## src/rtl/core/lcgbr_pkg.sv

```systemverilog
package lcgbr_pkg;

    localparam int unsigned SEED_W   = 32;
    localparam int unsigned MUL_BITS = 12;
    localparam int unsigned MUL_CNT_W = $clog2(MUL_BITS);
    localparam int unsigned DIV_CNT_W = $clog2(SEED_W);

    localparam logic [SEED_W-1:0]   LCG_ADD   = SEED_W'(29573);
    localparam logic [SEED_W-1:0]   SEED_INIT = SEED_W'(42);
    localparam logic [MUL_BITS-1:0] LCG_MUL   = MUL_BITS'(3877);
    localparam logic [MUL_CNT_W-1:0] MUL_LAST = MUL_CNT_W'(MUL_BITS - 1);
    localparam logic [DIV_CNT_W-1:0] DIV_LAST = DIV_CNT_W'(SEED_W - 1);

    localparam logic REQ_DRAW = 1'b0;
    localparam logic REQ_LOAD = 1'b1;

    typedef struct packed {
        logic              req_type;
        logic [SEED_W-1:0] operand;
    } t_req;

    typedef struct packed {
        logic [SEED_W-1:0] value;
        logic [SEED_W-1:0] seed_now;
    } t_rsp;

    typedef enum logic [1:0] {
        ST_IDLE,
        ST_MUL,
        ST_DIV,
        ST_DONE
    } t_state;

endpackage

```

## src/rtl/core/lcg_bounded_random.sv

```systemverilog
// Bounded linear congruential random source.
// Input channel (i_in_valid / o_in_stall / i_in_data): a draw request carries
// an exclusive bound, a load request carries a new seed. Output channel
// (o_out_valid / i_out_stall / o_out_data): one result per request with the
// drawn value and the seed as it stands after the request.
// A draw with a nonzero bound steps the seed through a bit-serial multiply
// by the generator constant (one constant bit per cycle) and then a
// restoring remainder unit (one quotient bit per cycle). Such a draw
// then waits in the done state, which loads the output register once it is
// free. A load or a zero-bound draw goes from idle straight to done. One
// request is in work at a time: the next is taken only back in idle.
// The output register holds a finished result while the receiver stalls; the
// next request can be taken meanwhile, but its own result waits in the block
// until the register is free.
// Reset (synchronous, active low) sets the seed to 42 and empties the block.
module lcg_bounded_random
    import lcgbr_pkg::*;
(
    input  logic i_clk,
    input  logic i_rst_n,
    input  logic i_in_valid,
    output logic o_in_stall,
    input  t_req i_in_data,
    output logic o_out_valid,
    input  logic i_out_stall,
    output t_rsp o_out_data
);

    t_state               r_state;
    t_state               n_state;
    logic [SEED_W-1:0]    r_seed;
    logic [SEED_W-1:0]    r_bound;
    logic [SEED_W-1:0]    r_value;
    logic [SEED_W-1:0]    r_acc;
    logic [SEED_W-1:0]    r_sh;
    logic [MUL_BITS-1:0]  r_k;
    logic [MUL_CNT_W-1:0] r_mul_cnt;
    logic                 r_out_valid;
    t_rsp                 r_out_data;

    logic              w_in_xfer;
    logic              w_short;
    logic              w_mul_last;
    logic              w_div_start;
    logic              w_div_done;
    logic              w_out_free;
    logic              w_out_load;
    logic [SEED_W-1:0] w_acc_next;
    logic [SEED_W-1:0] w_div_rem;

    assign w_in_xfer  = i_in_valid && !o_in_stall;
    assign w_short    = (i_in_data.req_type == REQ_LOAD) || (i_in_data.operand == '0);
    assign w_mul_last = r_mul_cnt == MUL_LAST;
    assign w_out_free = !r_out_valid || !i_out_stall;
    assign w_acc_next = r_k[0] ? r_acc + r_sh : r_acc;

    always_comb begin
        n_state = r_state;
        case (r_state)
            ST_IDLE: begin
                if (i_in_valid) begin
                    n_state = w_short ? ST_DONE : ST_MUL;
                end
            end
            ST_MUL: begin
                if (w_mul_last) begin
                    n_state = ST_DIV;
                end
            end
            ST_DIV: begin
                if (w_div_done) begin
                    n_state = ST_DONE;
                end
            end
            ST_DONE: begin
                if (w_out_free) begin
                    n_state = ST_IDLE;
                end
            end
            default: n_state = ST_IDLE;
        endcase
    end

    always_comb begin
        o_in_stall  = 1'b1;
        w_div_start = 1'b0;
        w_out_load  = 1'b0;
        case (r_state)
            ST_IDLE: o_in_stall  = 1'b0;
            ST_MUL:  w_div_start = w_mul_last;
            ST_DIV:  w_div_start = 1'b0;
            ST_DONE: w_out_load  = w_out_free;
            default: o_in_stall  = 1'b1;
        endcase
    end

    always_ff @(posedge i_clk) begin
        if (!i_rst_n) begin
            r_state     <= ST_IDLE;
            r_seed      <= SEED_INIT;
            r_out_valid <= 1'b0;
        end else begin
            r_state <= n_state;
            if (w_in_xfer && i_in_data.req_type == REQ_LOAD) begin
                r_seed <= i_in_data.operand;
            end else if (w_div_start) begin
                r_seed <= w_acc_next;
            end
            if (w_out_load) begin
                r_out_valid <= 1'b1;
            end else if (!i_out_stall) begin
                r_out_valid <= 1'b0;
            end
        end
    end

    always_ff @(posedge i_clk) begin
        if (w_in_xfer) begin
            r_bound   <= i_in_data.operand;
            r_value   <= '0;
            r_acc     <= LCG_ADD;
            r_sh      <= r_seed;
            r_k       <= LCG_MUL;
            r_mul_cnt <= '0;
        end else if (r_state == ST_MUL) begin
            r_acc     <= w_acc_next;
            r_sh      <= {r_sh[SEED_W-2:0], 1'b0};
            r_k       <= {1'b0, r_k[MUL_BITS-1:1]};
            r_mul_cnt <= r_mul_cnt + 1'b1;
        end
        if (w_div_done) begin
            r_value <= w_div_rem;
        end
        if (w_out_load) begin
            r_out_data.value    <= r_value;
            r_out_data.seed_now <= r_seed;
        end
    end

    lcgbr_divider u_divider (
        .i_clk      (i_clk),
        .i_rst_n    (i_rst_n),
        .i_start    (w_div_start),
        .i_dividend (w_acc_next),
        .i_divisor  (r_bound),
        .o_done     (w_div_done),
        .o_rem      (w_div_rem)
    );

    assign o_out_valid = r_out_valid;
    assign o_out_data  = r_out_data;

endmodule

```

## src/rtl/core/lcgbr_divider.sv

```systemverilog
module lcgbr_divider
    import lcgbr_pkg::*;
(
    input  logic              i_clk,
    input  logic              i_rst_n,
    input  logic              i_start,
    input  logic [SEED_W-1:0] i_dividend,
    input  logic [SEED_W-1:0] i_divisor,
    output logic              o_done,
    output logic [SEED_W-1:0] o_rem
);

    logic                 r_busy;
    logic                 r_done;
    logic [DIV_CNT_W-1:0] r_cnt;
    logic [SEED_W-1:0]    r_rem;
    logic [SEED_W-1:0]    r_dvd;
    logic [SEED_W-1:0]    r_dvs;
    logic [SEED_W:0]      w_trial;
    logic [SEED_W:0]      w_diff;
    logic                 w_ge;

    // one quotient bit per cycle
    assign w_trial = {r_rem, r_dvd[SEED_W-1]};
    assign w_ge    = w_trial >= {1'b0, r_dvs};
    assign w_diff  = w_trial - {1'b0, r_dvs};

    always_ff @(posedge i_clk) begin
        if (!i_rst_n) begin
            r_busy <= 1'b0;
            r_done <= 1'b0;
            r_cnt  <= '0;
        end else begin
            r_done <= 1'b0;
            if (i_start) begin
                r_busy <= 1'b1;
                r_cnt  <= '0;
            end else if (r_busy) begin
                r_cnt <= r_cnt + 1'b1;
                if (r_cnt == DIV_LAST) begin
                    r_busy <= 1'b0;
                    r_done <= 1'b1;
                end
            end
        end
    end

    always_ff @(posedge i_clk) begin
        if (i_start) begin
            r_rem <= '0;
            r_dvd <= i_dividend;
            r_dvs <= i_divisor;
        end else if (r_busy) begin
            r_rem <= w_ge ? w_diff[SEED_W-1:0] : w_trial[SEED_W-1:0];
            r_dvd <= {r_dvd[SEED_W-2:0], 1'b0};
        end
    end

    assign o_done = r_done;
    assign o_rem  = r_rem;

endmodule

```

## config.mk

```make
export PLATFORM = sky130hd
export DESIGN_NAME = lcg_bounded_random
export DESIGN_NICKNAME = d
export VERILOG_FILES = /design/src/rtl/core/lcgbr_pkg.sv /design/src/rtl/core/lcg_bounded_random.sv /design/src/rtl/core/lcgbr_divider.sv
export SDC_FILE = /design/constraint.sdc
export NUM_CORES = 1
export LEC_CHECK = 0
export BUFFER_PORTS_ARGS = -buffer_cell sky130_fd_sc_hd__buf_4
export CAP_MARGIN = 20
export CORE_AREA = 2 2 165 167
export CTS_BUF_LIST = sky130_fd_sc_hd__clkbuf_4 sky130_fd_sc_hd__clkbuf_8
export CTS_CLUSTER_DIAMETER = 50
export CTS_CLUSTER_SIZE = 24
export DETAILED_ROUTE_END_ITERATION = 7
export DIE_AREA = 0 0 167 169
export HOLD_SLACK_MARGIN = 0.1
export PLACE_DENSITY = 0.81
export SYNTH_ARGS = -nofsm -noshare
export SYNTH_HDL_FRONTEND = slang
export SYNTH_SLANG_ARGS = --single-unit
export TNS_END_PERCENT = 20
```

## constraint.sdc

```tcl
create_clock -name i_clk -period 5.75 [get_ports i_clk]
set_clock_uncertainty 0.2 [all_clocks]
set_input_delay 1.15 -clock i_clk [delete_from_list [all_inputs] [get_ports i_clk]]
set_output_delay 1.15 -clock i_clk [all_outputs]
set_load 0.05 [all_outputs]
```

==> results.yml <==
place:
  pre_cts_ws_ns: 1.95
  hpwlAfterDp_mm: 26.7
  placedInstanceArea_um2: 17400
  dpl.cell_count: 1946
  port_buffers: 102
  gp_congestion: 0.983
synthesis:
  ys_warn_count: 0
  yosysMostFrequentCell: "nand2_1"
  synth_enable_flop_cells: 224
  synth_ff_type: "edfxtp_1"
  syn_avg_cell_area_um2: 10.5
  synth_cells: 1563
  syn-cell-area_um2: 16400
  synth_top_area_share_pct: 41.1
  post_synth_num_cell_types: 61
  synth_top_area_cell: "edfxtp_1"
  async_flop_share_pct: 0
  ys_ff_latch: 346
  synth_nets: 1673
  synth.area.top_cells: "edfxtp_1 (41%), dfxtp_1 (15%), ha_1 (5.4%)"
  synth-seq-area-share_pct: 56.0
  yosys-top-cells-count: "nand2_1 (235), edfxtp_1 (224), nor2_1 (128), a21oi_1 (126), dfxtp_1 (122)"
finish:
  syn_to_final_growth_pct: 10.2
  fin_area_um2: 18000
  antenna_cells: 0
  fin_util_pct: 68.0
  nets: 1744
  final-instance-count-excl-fill: 1995
  drive_above_1_share_pct: 10.6
global_route:
  grt_usage_pct: 26.1
  grt_max_degree: 97
  antenna_found_initial: 0
  grt-ovfl-total: 0
  grt_pass1_vias: 11200
  grt_pass1_wl_mm: 59.3
worst_setup_path:
  crit_fanout: 36
  worstPathRequired_ns: 6.01
  timing.rr.end: "u_divider.o_rem[1]"
  cp-end-kind: "register"
  path_cells: "inv_1, ha_1, nor2b_1, o2111ai_1, a2111oi_1, a221oi_2, o21ai_1, and2_1, a31o_2, mux2i_1, a21oi_1"
  crit_path_end: "u_divider.o_rem[1]"
  max_stage_delay_ns: 0.86
  timing.rr.start: "u_divider.r_dvs[1]"
  arrival_ns: 4.19
  reg2reg_depth: 11
  startpoint_type: "register"
  critPathKind: "register to register"
  r2r_slack_ns: 1.81
  slowest_stage: "a31o_2"
  setup.worst_path.start: "u_divider.r_dvs[1]"
timing:
  fin_tns_setup_ns: 0
  rsz0062_at_grt: "no"
  min_period_ns: 3.94
  slew_headroom_pct: 23.8
  report.final.slew_viol_count: 0
  hold_viol_final: 0
  finalCritPeriodShare_pct: 68.5
  hold_slack_ns: 0.226
  worst_pin_slew_ns: 1.14
  setup_violations: 0
  fmax_mhz: 254
  postLayoutSetupSlackWorst_ns: 1.81
clock_network:
  cts_buffers: 26
  cts_root_buf: "clkbuf_8"
  cts.clk_slew.worst_paths_ns: 0.12
  post_cts_resized: 0
  h-tree-depth: 1
  cts_setup_buffers: 0
  cts_tree: "built"
  cts_hold_buf: 0
  cts.sinks: 346
  cts_buffer_depth: 3
  clk-insertion-delay-late_ns: 0.62
floorplan:
  die_w_um: 167
  ios: 103
  die_area_um2: 28200
  core-area_um2: 26500
  std_cell_rows: 60
  die_height_um: 169
  initial_core_util_pct: 61.7
drt:
  vias_per_cell: 5.95
  routed_wl_mm: 37.3
  first_pass_iters: 5
  drc: 0
  drt_iter0_markers: 1036
  antenna_left: 0
  via_count: 11900
  wl_per_cell_um: 18.7
run:
  maxCapViolations: 0
pwr:
  power.density_nw_per_um2: 488
  power_mw: 8.81
  leakagePower_nw: 7.27
  ir_worst_vdd_mv: 0.436
worst_hold_path:
  hold_path.class: "register to register"
  hold_depth: 0
status:
  status: "completed"
==> worst max-delay path, delay by kind of cell (launching register included) <==
family          cells  cell delay [ns]
flops               1             0.36
simple gates        2             0.41
compound gates      6             2.08
fa+ha+maj           1             0.36
mux                 1             0.28
buf+inv             1             0.08
==> cells in the final DEF, fill, tap and decap left out, drive strengths merged, types with 29 or more instances in the layout <==
master,instances
and2,39
buf,115
inv,70
xnor2,37
ha,71
edfxtp,224
nand2,235
nand3,30
a21oi,126
nor2,128
a21o,29
o21ai,86
dfxtp,122
mux2i,50
clkbuf,29
==> worst min path at each step <==
| stage | slack [ns] | endpoint | start |
|---|---|---|---|
| 6_report | 0.23 | u_divider.r_dvs[23] | r_bound[23] |
| 5_1_grt | 0.24 | o_out_data[40] | r_value[8] |
| 4_1_cts | 0.23 | u_divider.r_dvs[16] | r_bound[16] |
| 3_5_place_dp | 0.20 | o_out_data[41] | r_value[9] |
| 3_3_place_gp | 0.20 | u_divider.r_dvs[1] | r_bound[1] |
| 2_1_floorplan | 0.20 | o_out_data[32] | r_value[0] |
==> kinds of logic (layout without fill, tap and decap cells) <==
kind of cell    count (synthesis)  in the layout  synth area share [%]
compound gates                387            387                  14.8
xor+xnor                       63             63                  3.37
fa+ha+maj                      73             73                  5.67
buf+inv                       132            223                  3.21
flops                         346            346                  56.0
mux                            51             51                  3.13
simple gates                  511            511                  13.8
==> cell type report <==
| class | instances | area, µm² |
|---|---|---|
| Sequential cell | 346 | 9170 |
| Fill cell | 1982 | 8470 |
| Multi-Input combinational cell | 1085 | 6680 |
| Timing Repair Buffer | 115 | 896 |
| Tap cell | 341 | 427 |
| Clock buffer | 29 | 387 |
| Clock inverter | 19 | 249 |
| Inverter | 60 | 225 |
==> power by group <==
group | switching (mW) | internal (mW) | total, mW
combinational | 2.34 | 1.36 | 3.70
sequential | 0.337 | 3.29 | 3.63
clock | 0.938 | 0.538 | 1.48
total | 3.61 | 5.19 | 8.81
==> sequential cells by signal (all words and copies together) (netlist names), 4 cells and up <==
signal,count
r_mul_cnt,4
r_sh,32
u_divider.o_rem,32
r_k,12
r_acc,32
o_out_data,64
r_seed,32
u_divider.r_dvs,32
u_divider.r_dvd,32
r_value,32
r_bound,32
u_divider.r_cnt,5
==> layer usage <==
layer	track usage, %	routed length [µm]	up-vias	share of wire (%)
li1	-	-	5740	-
met4	10.8	1580	0	4.2
met3	3.20	2210	92	5.9
met2	43.3	17500	420	47
met5	0	0	-	0
met1	35.2	16100	5622	43
Note: power is estimated with default switching activity, not from simulation.
